<file path="src/hw/rtl/afsa_pkg.sv">
package afsa_pkg;

    // request codes
    localparam logic [1:0] REQ_FOCUS       = 2'd0;
    localparam logic [1:0] REQ_ABANDON     = 2'd1;
    localparam logic [1:0] REQ_ABANDON_ALL = 2'd2;
    localparam logic [1:0] REQ_SET_SYS     = 2'd3;

    // hint and event codes
    localparam logic [2:0] HINT_GAIN         = 3'd0;
    localparam logic [2:0] HINT_TRANSIENT    = 3'd1;
    localparam logic [2:0] HINT_MAY_DUCK     = 3'd2;
    localparam logic [2:0] HINT_EXCLUSIVE    = 3'd3;
    localparam logic [2:0] EV_LOSS           = 3'd4;
    localparam logic [2:0] EV_LOSS_TRANSIENT = 3'd5;
    localparam logic [2:0] EV_LOSS_CAN_DUCK  = 3'd6;

    // status codes
    localparam logic [1:0] ST_GRANTED  = 2'd0;
    localparam logic [1:0] ST_BAD_HINT = 2'd1;
    localparam logic [1:0] ST_FULL     = 2'd2;

    localparam logic [1:0] FULL_LEVEL = 2'd3;
    localparam logic [1:0] DUCK_NEED  = 2'd2;

    // controller to datapath
    typedef struct packed {
        logic load;
        logic clear_all;
        logic idx_clr;
        logic find_next;
        logic reject;
        logic move;
        logic remove;
        logic disp_step;
        logic emit_status;
    } t_cmd;

    // datapath to controller
    typedef struct packed {
        logic [1:0] req;
        logic       hint_bad;
        logic       find_end;
        logic       find_hit;
        logic       full;
        logic       rm_disp;
        logic       set_disp;
        logic       out_free;
        logic       disp_end;
        logic       disp_brk;
    } t_stat;

endpackage

</file>
<file path="src/hw/rtl/afsa_ctrl.sv">
module afsa_ctrl (
    input  logic           i_clk,
    input  logic           i_rst_n,
    input  logic           i_valid,
    output logic           o_ready,
    input  afsa_pkg::t_stat i_stat,
    output afsa_pkg::t_cmd  o_cmd
);
    import afsa_pkg::*;

    typedef enum logic [2:0] {S_IDLE, S_DECODE, S_FIND, S_DISP, S_STATUS} t_state;

    t_state r_state, n_state;

    assign o_ready = (r_state == S_IDLE);

    // decide commands and next state
    always_comb begin
        o_cmd   = '0;
        n_state = r_state;
        unique case (r_state)
            S_IDLE: begin
                if (i_valid) begin
                    o_cmd.load = 1'b1;
                    n_state    = S_DECODE;
                end
            end
            S_DECODE: begin
                unique case (i_stat.req)
                    REQ_FOCUS: begin
                        if (i_stat.hint_bad) begin
                            n_state = S_STATUS;
                        end else begin
                            o_cmd.idx_clr = 1'b1;
                            n_state       = S_FIND;
                        end
                    end
                    REQ_ABANDON: begin
                        o_cmd.idx_clr = 1'b1;
                        n_state       = S_FIND;
                    end
                    REQ_ABANDON_ALL: begin
                        o_cmd.clear_all = 1'b1;
                        n_state         = S_STATUS;
                    end
                    default: begin
                        if (i_stat.set_disp) begin
                            o_cmd.idx_clr = 1'b1;
                            n_state       = S_DISP;
                        end else begin
                            n_state = S_STATUS;
                        end
                    end
                endcase
            end
            S_FIND: begin
                priority if (i_stat.find_end) begin
                    if (i_stat.req == REQ_FOCUS) begin
                        if (i_stat.full) begin
                            o_cmd.reject = 1'b1;
                            n_state      = S_STATUS;
                        end else begin
                            o_cmd.move    = 1'b1;
                            o_cmd.idx_clr = 1'b1;
                            n_state       = S_DISP;
                        end
                    end else begin
                        n_state = S_STATUS;
                    end
                end else if (i_stat.find_hit) begin
                    if (i_stat.req == REQ_FOCUS) begin
                        o_cmd.move    = 1'b1;
                        o_cmd.idx_clr = 1'b1;
                        n_state       = S_DISP;
                    end else begin
                        o_cmd.remove = 1'b1;
                        if (i_stat.rm_disp) begin
                            o_cmd.idx_clr = 1'b1;
                            n_state       = S_DISP;
                        end else begin
                            n_state = S_STATUS;
                        end
                    end
                end else begin
                    o_cmd.find_next = 1'b1;
                end
            end
            S_DISP: begin
                if (i_stat.disp_end) begin
                    n_state = S_STATUS;
                end else if (i_stat.out_free) begin
                    o_cmd.disp_step = 1'b1;
                    if (i_stat.disp_brk) n_state = S_STATUS;
                end
            end
            default: begin
                if (i_stat.out_free) begin
                    o_cmd.emit_status = 1'b1;
                    n_state           = S_IDLE;
                end
            end
        endcase
    end

    // hold state
    always_ff @(posedge i_clk) begin
        if (!i_rst_n) begin
            r_state <= S_IDLE;
        end else begin
            r_state <= n_state;
        end
    end

endmodule

</file>
<file path="src/hw/rtl/afsa_dp.sv">
module afsa_dp #(
    parameter int STACK_DEPTH = 8,
    parameter int COOKIE_BITS = 16
) (
    input  logic            i_clk,
    input  logic            i_rst_n,
    input  afsa_pkg::t_cmd  i_cmd,
    output afsa_pkg::t_stat o_stat,
    input  logic [1:0]      i_req_type,
    input  logic [15:0]     i_cookie,
    input  logic [2:0]      i_hint,
    output logic            o_valid,
    input  logic            i_ready,
    output logic            o_kind,
    output logic [1:0]      o_status,
    output logic [15:0]     o_target_cookie,
    output logic [2:0]      o_focus_event,
    output logic            o_last_result
);
    import afsa_pkg::*;

    localparam int CNTW = $clog2(STACK_DEPTH + 1);
    localparam int IW   = (STACK_DEPTH > 1) ? $clog2(STACK_DEPTH) : 1;
    localparam int FW   = $clog2(3 * STACK_DEPTH + 1);

    // holder stack, index 0 is the top
    logic [COOKIE_BITS-1:0] r_ck  [STACK_DEPTH];
    logic [1:0]             r_hn  [STACK_DEPTH];
    logic [1:0]             r_cur [STACK_DEPTH];
    logic [COOKIE_BITS-1:0] n_ck  [STACK_DEPTH];
    logic [1:0]             n_hn  [STACK_DEPTH];
    logic [1:0]             n_cur [STACK_DEPTH];

    logic [CNTW-1:0]        r_cnt, n_cnt;
    logic [1:0]             r_sys;
    logic                   r_trans;
    logic [1:0]             r_req;
    logic [COOKIE_BITS-1:0] r_cookie;
    logic [2:0]             r_hint;
    logic                   r_rej;
    logic [CNTW-1:0]        r_i;
    logic [FW-1:0]          r_found;
    logic [1:0]             r_rem;

    logic                   r_ovalid;
    logic                   r_okind;
    logic [1:0]             r_ostatus;
    logic [15:0]            r_ocookie;
    logic [2:0]             r_oevent;
    logic                   r_olast;

    logic [IW-1:0]          idx;
    logic [1:0]             lvl;
    logic                   tr;
    logic [1:0]             need, c, nrem;
    logic                   recov, changed, rm;
    logic [FW-1:0]          nfound;
    logic [2:0]             ev;
    logic                   out_free;
    logic [1:0]             stat_code;

    assign idx      = r_i[IW-1:0];
    assign out_free = !r_ovalid || i_ready;

    // map the system focus request to a level and transitivity
    always_comb begin
        tr = 1'b1;
        unique case (r_hint)
            HINT_GAIN, HINT_TRANSIENT: lvl = FULL_LEVEL;
            HINT_EXCLUSIVE: begin
                lvl = FULL_LEVEL;
                if (r_sys == 2'd0) tr = 1'b0;
            end
            HINT_MAY_DUCK:    lvl = DUCK_NEED;
            EV_LOSS_CAN_DUCK: lvl = 2'd1;
            default:          lvl = 2'd0;
        endcase
    end

    // one dispatch step at the walk index
    always_comb begin
        need    = (r_hn[idx] == HINT_MAY_DUCK[1:0]) ? DUCK_NEED : FULL_LEVEL;
        recov   = (r_hn[idx] == HINT_GAIN[1:0]);
        c       = (need < r_rem) ? need : r_rem;
        nrem    = r_rem - c;
        nfound  = r_found + FW'(r_cur[idx]);
        changed = (c != r_cur[idx]);
        rm      = changed && (c == 2'd0) && !recov;
        priority if (c == need) ev = {1'b0, r_hn[idx]};
        else if (c == 2'd0)     ev = recov ? EV_LOSS_TRANSIENT : EV_LOSS;
        else                    ev = EV_LOSS_CAN_DUCK;
    end

    assign stat_code = (r_req == REQ_FOCUS && r_hint[2]) ? ST_BAD_HINT :
                       (r_rej ? ST_FULL : ST_GRANTED);

    // status toward the controller
    always_comb begin
        o_stat.req      = r_req;
        o_stat.hint_bad = r_hint[2];
        o_stat.find_end = (r_i >= r_cnt);
        o_stat.find_hit = (r_i < r_cnt) && (r_ck[idx] == r_cookie);
        o_stat.full     = (r_cnt == CNTW'(STACK_DEPTH));
        o_stat.rm_disp  = r_trans && (r_cnt > CNTW'(1));
        o_stat.set_disp = ((lvl != r_sys) || (tr != r_trans)) && (r_cnt != '0);
        o_stat.out_free = out_free;
        o_stat.disp_end = (r_i >= r_cnt);
        o_stat.disp_brk = (nfound == FW'(r_sys)) && (nrem == 2'd0);
    end

    // next stack contents: insert at top, remove at index, update share
    always_comb begin
        n_ck  = r_ck;
        n_hn  = r_hn;
        n_cur = r_cur;
        n_cnt = r_cnt;
        if (i_cmd.clear_all) n_cnt = '0;
        if (i_cmd.move) begin
            for (int k = 0; k < STACK_DEPTH; k++) begin
                if (k == 0) begin
                    n_ck[k]  = r_cookie;
                    n_hn[k]  = r_hint[1:0];
                    n_cur[k] = 2'd0;
                end else if (CNTW'(k) <= r_i) begin
                    n_ck[k]  = r_ck[k-1];
                    n_hn[k]  = r_hn[k-1];
                    n_cur[k] = r_cur[k-1];
                end
            end
            if (!o_stat.find_hit) n_cnt = r_cnt + 1'b1;
        end
        if (i_cmd.remove || (i_cmd.disp_step && rm)) begin
            for (int k = 0; k < STACK_DEPTH - 1; k++) begin
                if (CNTW'(k) >= r_i) begin
                    n_ck[k]  = r_ck[k+1];
                    n_hn[k]  = r_hn[k+1];
                    n_cur[k] = r_cur[k+1];
                end
            end
            n_cnt = r_cnt - 1'b1;
        end else if (i_cmd.disp_step) begin
            n_cur[idx] = c;
        end
    end

    // stack payload
    always_ff @(posedge i_clk) begin
        r_ck  <= n_ck;
        r_hn  <= n_hn;
        r_cur <= n_cur;
    end

    // control state and walk registers
    always_ff @(posedge i_clk) begin
        if (!i_rst_n) begin
            r_cnt   <= '0;
            r_sys   <= FULL_LEVEL;
            r_trans <= 1'b1;
            r_rej   <= 1'b0;
            r_i     <= '0;
            r_found <= '0;
            r_rem   <= '0;
            r_req   <= REQ_FOCUS;
            r_hint  <= HINT_GAIN;
        end else begin
            r_cnt <= n_cnt;
            if (i_cmd.load) begin
                r_req    <= i_req_type;
                r_cookie <= COOKIE_BITS'(i_cookie);
                r_hint   <= i_hint;
                r_rej    <= 1'b0;
            end
            if (i_cmd.reject) r_rej <= 1'b1;
            if (i_cmd.idx_clr) begin
                r_i     <= '0;
                r_found <= '0;
                r_rem   <= (r_req == REQ_SET_SYS) ? lvl : r_sys;
            end else if (i_cmd.find_next) begin
                r_i <= r_i + 1'b1;
            end else if (i_cmd.disp_step) begin
                r_found <= nfound;
                r_rem   <= nrem;
                if (!rm) r_i <= r_i + 1'b1;
            end
            if (i_cmd.emit_status && r_req == REQ_SET_SYS) begin
                r_sys   <= lvl;
                r_trans <= tr;
            end
        end
    end

    // output register: load a notification or the closing status beat
    always_ff @(posedge i_clk) begin
        if (!i_rst_n) begin
            r_ovalid <= 1'b0;
        end else if (i_cmd.emit_status) begin
            r_ovalid <= 1'b1;
        end else if (i_cmd.disp_step && changed) begin
            r_ovalid <= 1'b1;
        end else if (i_ready) begin
            r_ovalid <= 1'b0;
        end
    end

    always_ff @(posedge i_clk) begin
        if (i_cmd.emit_status) begin
            r_okind   <= 1'b0;
            r_ostatus <= stat_code;
            r_ocookie <= 16'(r_cookie);
            r_oevent  <= HINT_GAIN;
            r_olast   <= 1'b1;
        end else if (i_cmd.disp_step && changed) begin
            r_okind   <= 1'b1;
            r_ostatus <= ST_GRANTED;
            r_ocookie <= 16'(r_ck[idx]);
            r_oevent  <= ev;
            r_olast   <= 1'b0;
        end
    end

    assign o_valid         = r_ovalid;
    assign o_kind          = r_okind;
    assign o_status        = r_ostatus;
    assign o_target_cookie = r_ocookie;
    assign o_focus_event   = r_oevent;
    assign o_last_result   = r_olast;

endmodule

</file>
<file path="src/hw/rtl/audio_focus_stack_arbiter_core.sv">
// Audio focus stack arbiter. One request is taken at a time; o_ready is high
// only while the block is idle. A request passes through the idle state that
// accepts it, a decode step, a serial search of the holders up to and including
// the match, a top-down focus walk that stops early or at the end of the stack,
// and the status beat; search and walk run over the stack registers, and only
// where the request needs them. Each result beat waits in a single output
// register; while it is not taken the walk holds. Notifications come first in
// stack order, the status beat always closes the request with o_last_result set.
module audio_focus_stack_arbiter_core #(
    parameter int STACK_DEPTH = 8,
    parameter int COOKIE_BITS = 16
) (
    input  logic        i_clk,
    input  logic        i_rst_n,
    input  logic        i_valid,
    output logic        o_ready,
    input  logic [1:0]  i_req_type,
    input  logic [15:0] i_cookie,
    input  logic [2:0]  i_hint,
    output logic        o_valid,
    input  logic        i_ready,
    output logic        o_kind,
    output logic [1:0]  o_status,
    output logic [15:0] o_target_cookie,
    output logic [2:0]  o_focus_event,
    output logic        o_last_result
);
    import afsa_pkg::*;

    t_cmd  cmd;
    t_stat stat;

    afsa_ctrl u_ctrl (
        .i_clk   (i_clk),
        .i_rst_n (i_rst_n),
        .i_valid (i_valid),
        .o_ready (o_ready),
        .i_stat  (stat),
        .o_cmd   (cmd)
    );

    afsa_dp #(
        .STACK_DEPTH (STACK_DEPTH),
        .COOKIE_BITS (COOKIE_BITS)
    ) u_dp (
        .i_clk           (i_clk),
        .i_rst_n         (i_rst_n),
        .i_cmd           (cmd),
        .o_stat          (stat),
        .i_req_type      (i_req_type),
        .i_cookie        (i_cookie),
        .i_hint          (i_hint),
        .o_valid         (o_valid),
        .i_ready         (i_ready),
        .o_kind          (o_kind),
        .o_status        (o_status),
        .o_target_cookie (o_target_cookie),
        .o_focus_event   (o_focus_event),
        .o_last_result   (o_last_result)
    );

endmodule

</file>
<file path="config.mk">
export PLATFORM = sky130hd
export DESIGN_NAME = audio_focus_stack_arbiter_core
export DESIGN_NICKNAME = d
export VERILOG_FILES = /design/src/hw/rtl/afsa_pkg.sv /design/src/hw/rtl/afsa_ctrl.sv /design/src/hw/rtl/afsa_dp.sv /design/src/hw/rtl/audio_focus_stack_arbiter_core.sv
export SDC_FILE = /design/constraint.sdc
export NUM_CORES = 1
export LEC_CHECK = 0
export BUFFER_PORTS_ARGS = -buffer_cell sky130_fd_sc_hd__clkbuf_2
export CAP_MARGIN = 30
export CORE_ASPECT_RATIO = 1.2
export CORE_MARGIN = 2
export CORE_UTILIZATION = 40
export DETAILED_ROUTE_END_ITERATION = 10
export PLACE_DENSITY = 0.53
export SLEW_MARGIN = 10
export SYNTH_ARGS = -nofsm -noshare
export SYNTH_HDL_FRONTEND = slang
export SYNTH_SLANG_ARGS = --single-unit
</file>
<file path="constraint.sdc">
create_clock -name i_clk -period 4.2 [get_ports i_clk]
set_input_delay 0.21 -clock i_clk [delete_from_list [all_inputs] [get_ports i_clk]]
set_output_delay 0.21 -clock i_clk [all_outputs]
set_load 0.03 [all_outputs]
</file>
# Word level (Yosys, flattened, before mapping)
# Index checks and enable logic that the tools add are counted.
[word_totals]
register_bits = 227
input_bits = 25
output_inout_bits = 25
wordCells = 268
[op_classes]
n_addsub = 5
magnitude_cmp = 20
eq_ne = 24
n_mux = 136
bitwise = 3
reduce_logical = 39
[op_table]
columns = ["operator", "n"]
rows = [
  ["2-to-1 mux 16 bit", 21],
  ["2-to-1 mux 128 bit", 1],
  ["2-to-1 mux 112 bit", 1],
  ["2-to-1 mux 2 bit", 45],
  ["binary-select mux 16 bit (select 3 bit)", 1],
  ["2-to-1 mux 3 bit", 15],
  ["2-to-1 mux 1 bit", 33],
  ["2-to-1 mux 4 bit", 8],
  ["2-to-1 mux 14 bit", 2],
  ["bitwise mux 16 bit", 1],
  ["== test 16 bit", 1],
  ["less-or-equal comparator 3 x 4 -> 1 bit, first input constant", 4],
  ["binary-select mux 2 bit (select 3 bit)", 2],
  ["== test 3 x 2 -> 1 bit, second input constant", 4],
  [">= comparator 3 x 4 -> 1 bit, first input constant", 3],
  ["one-hot mux 3 bit (4 select lines)", 1],
  ["logical AND 1 bit", 11],
  ["zero test 2 bit", 5],
  ["AND reduction 2 bit", 5],
  ["one-hot mux 3 bit (3 select lines)", 1],
  ["adder 4 x 1 -> 4 bit, second input constant", 2],
  [">= comparator 1 x 4 -> 1 bit, first input constant", 2],
  [">= comparator 2 x 4 -> 1 bit, first input constant", 2],
  ["less-or-equal comparator 2 x 4 -> 1 bit, first input constant", 2],
  ["other kinds (40)", 54],
]

# Longest topological paths before layout
[logic_depth]
word_depth = 15
ltp_mapped = 17
depth_no_buf = 14

# Modules after synthesis
# A second synthesis with hierarchy kept.
[unflattened]
cells_unflattened = 1199
area_unflattened_um2 = 12086.6
[modules_own_cells]
columns = ["module", "n_inst", "cells_per_inst", "area_each_um2"]
rows = [
  ["afsa_dp", 1, 1150, 11733.8],
  ["afsa_ctrl", 1, 49, 352.8],
]

# Least setup slack after synthesis
# Ideal clock, no wire load.
[synth_timing]
path_type = "register -> register"
from = "register u_dp.r_i[2]"
to = "register u_dp.r_cur[0] in the netlist's numbering"
setup_time_ns = 0.122
arrival_time_ns = 3.288
t_required_ns = 4.078
path_slack_ns = 0.790
stages_incl_launch_ff = 13
n_path_buf = 3
cell_sequence = "dfxtp_1 > buf_2 > buf_6 > buf_6 > mux4_2 > mux2i_2 > xor2_1 > nand3_1 > nor4b_4 > nand4_4 > a22oi_2 > mux2i_1 > a21oi_1"
[synth_rtl]
columns = ["element", "line", "rtl"]
rows = [
  ["from (decl)", "afsa_dp.sv:41", "logic [CNTW-1:0] r_i;"],
  ["from (signal assigned)", "afsa_dp.sv:179", "r_i <= r_i + 1'b1;"],
  ["from (signal assigned)", "afsa_dp.sv:183", "if (!rm) r_i <= r_i + 1'b1;"],
  ["to (signal assigned)", "afsa_dp.sv:150", "r_cur <= n_cur;"],
  ["to (decl)", "afsa_dp.sv:29", "logic [1:0] r_cur [STACK_DEPTH];"],
]

==> results.yml <==
grt:
  grt_usage_pct: 23.88
  grt_pass1_vias: 9430
  grt_pass1_wl_um: 56200
  antenna_found_initial: 0
  grt_overflow: 0
  grt_max_degree: 37
timing:
  min_period_ps: 3883
  slew_headroom_pct: 37.06
  fin_crit_sh_pct: 92.45
  tightest_slew_ps: 937.0
  grt_setup_unrepaired: "no"
  clock_skew_ps: 13.14
  final-max-slew-violation-count: 0
  setup_viol: 0
  worst_slack_ps: 317.0
  setup-tns-final_ps: 0
  finalHoldViolCount: 0
  whs_ps: 71.85
  fmax_mhz: 257.5
final_layout:
  final_nets: 1371
  fin_cells: 1739
  antenna_cells: 0
  layout-drive-gt1-share_pct: 15.86
  syn_to_final_growth_pct: 18.70
setup_path:
  critPathArrivalTime_ps: 4300
  r2r_cells: 11
  path_max_fanout: 28
  path_class: "flip-flop to flip-flop"
  crit_path_start_kind: "flip-flop"
  worstPathRequired_ps: 4620
  end_kind: "flip-flop"
placement:
  dp.cells: 1673
  preCtsSetupSlack_ps: 112.3
  hpwl_um: 25480
  globalplace.congestion: 0.8473
  port_buffers: 49
run:
  maxCapViolations: 0
yosys:
  syn_avg_cell_area_um2: 9.535
  synth_flop_cell: "dfxtp_1"
  synthDominantCellAreaShare_pct: 29.46
  ys_top_cells_by_count: "mux2i_1, dfxtp_1, nor2_1, nand2_1, a21oi_1"
  syn_area_um2: 11890
  synth_seq_area_share_pct: 42.60
  synth_warnings: 0
  synth_area_leader_cell: "dfxtp_1"
  yosysMostFrequentCell: "mux2i_1"
  netlist_instances: 1247
  synth_cell_type_count: 80
  synth_edf_count: 52
  async_flop_share_pct: 0
  postSynthNetCount: 1287
  synth_area_leaders: "dfxtp_1, mux2i_1, edfxtp_1"
  yosys_register_bits: 227
pwr:
  internal-power_mw: 4.730
  p_switching_mw: 2.115
  pwr-share-comb_pct: 23.6
  p_per_area_nw_per_um2: 485.0
  ir_drop_uv: 281.3
  p_seq_share_pct: 40.0
  total_power_mw: 6.845
  p_sw_share_pct: 30.90
  clockPowerShare_pct: 36.4
  power.leakage_nw: 5.248
detailed_routing:
  wl_per_cell_um: 21.17
  route.detailed.drc: 0
  detail-route-antenna-nets: 0
  vias: 9656
  routed_wirelength_um: 36810
  drt-vias-per-instance: 5.553
  drt_iter0_drc: 827
  drt_first_pass_iters: 5
floorplanning:
  num_io_pins: 50
  die_w_um: 161.4
  fp.coreArea_um2: 29440
  start_util_pct: 40.39
  rows: 69
  die_area_um2: 31130
  dieHeight_um: 192.9
run_status:
  outcome: "finished, final reports clean"
clocking:
  cts.clk_slew.worst_paths_ps: 60
  cts_tree: "done"
  postCtsSetupBuffers: 0
  cts_buffer_depth: 3
  clockRootBuffer: "clkbuf_16"
  cts_sinks: 227
  cts_made_buffers: 25
  cts_max_level: 1
  clk_latency_ps: 540
hold_path:
  hp-class: "primary input to flip-flop"
  hold_depth: 2
==> final cells by class <==
| type | instances | area [um2] |
|---|---|---|
| timing repair buffer | 138 | 1129 |
| clock buffer | 33 | 716.9 |
| sequential | 227 | 5072 |
| tap | 390 | 488.0 |
| fill | 2827 | 15330 |
| inverter | 27 | 101.3 |
| multi-input combinational | 912 | 6392 |
| clock inverter | 12 | 214.0 |
==> critical path: stages, from the launching register on <==
cell and delay [ps]:
dfxtp_4 600, buf_4 220, mux4_2 500, mux2i_2 260, xor2_1 170, nand3_1 220, nor4b_4 460, nand4_4 310
a22oi_2 410, buf_4 280, mux2i_1 220, o21ai_1 80
==> repair_timing <==
item | CTS | global route
hold endpoints to repair | 21 | 0
endpoints found under the setup margin | 0 | 17
hold buffers | 21 | 0
gates resized for setup | 0 | 1
==> power groups by stage <==
stage	Combinational, mW	Clock [mW]	Sequential [mW]
after global routing	1.77	2.63	2.76
after floorplan	1.07	0	2.77
after detailed placement	1.61	0	2.78
after global placement	1.57	0	2.78
after CTS	1.63	2.55	2.74
final	1.61	2.49	2.74
==> worst paths after layout <==
kind	from	slack, ps	endpoint
worst max-delay path	u_dp.r_i[1]	320	u_dp.r_ck[25]
worst min-delay path	i_rst_n	70	u_dp.r_sys[0]
worst max register to register	u_dp.r_i[1]	320	u_dp.r_ck[25]
worst min register to register	u_dp.o_last_result	450	u_dp.o_last_result
==> metrics by stage <==
stage	util (%)	area (um2)
3_5_place_dp	44.06	12970
2_1_floorplan	-	11890
5_1_grt	47.94	14110
3_3_place_gp	43.99	12950
4_1_cts	47.93	14110
6_report	47.94	14110
==> flip-flops by register name, indices dropped and copies added, names as in the netlist <==
register	flops
u_ctrl.r_state	3
u_dp.r_hint	3
u_dp.r_hn	16
u_dp.r_ck	128
u_dp.o_valid	1
u_dp.r_found	5
u_dp.r_req	2
u_dp.o_focus_event	3
u_dp.r_i	4
u_dp.r_sys	2
u_dp.o_target_cookie	16
u_dp.o_last_result	1
u_dp.r_cnt	4
u_dp.o_kind	1
u_dp.r_rej	1
u_dp.o_status	2
u_dp.r_trans	1
u_dp.r_cur	16
u_dp.r_cookie	16
u_dp.r_rem	2
==> metal layers <==
| layer | track usage (%) | part of all wire, % | vias to the layer above |
|---|---|---|---|
| met5 | 0 | 0 | - |
| met4 | 12.33 | 5.2 | 0 |
| met3 | 3.159 | 4.2 | 91 |
| met2 | 40.57 | 47 | 247 |
| met1 | 29.70 | 43 | 4625 |
| li1 | - | - | 4693 |
==> cell usage in the layout (no fill, tap or decap), drive strengths merged, types with 6 or more instances in the layout <==
cell type    instances
xnor2               14
o21a                 7
inv                 27
nor2               134
o211ai              10
nand3               11
nand2              114
nand4                8
a21oi              106
or2                  6
mux4                12
buf                 68
clkbuf              82
a22oi               19
o22ai                6
dfxtp              175
a211oi               8
mux2i              193
o21ai               95
and2                 7
a21boi               6
nor3                16
mux2                10
or3                 10
xor2                 8
dlygate4sd3         21
edfxtp              52
nor2b                6
nand2b              11
ha                  14
a221oi               6
bufinv               6
==> kinds of logic after synthesis <==
family | after synthesis | share of synthesized area, %
mux | 215 | 19.50
xor+xnor | 22 | 1.621
compound gates | 307 | 15.97
buf+inv | 108 | 4.620
simple gates | 353 | 14.05
fa+ha+maj | 15 | 1.642
flops | 227 | 42.60
Power figures use the tool's default switching activity.
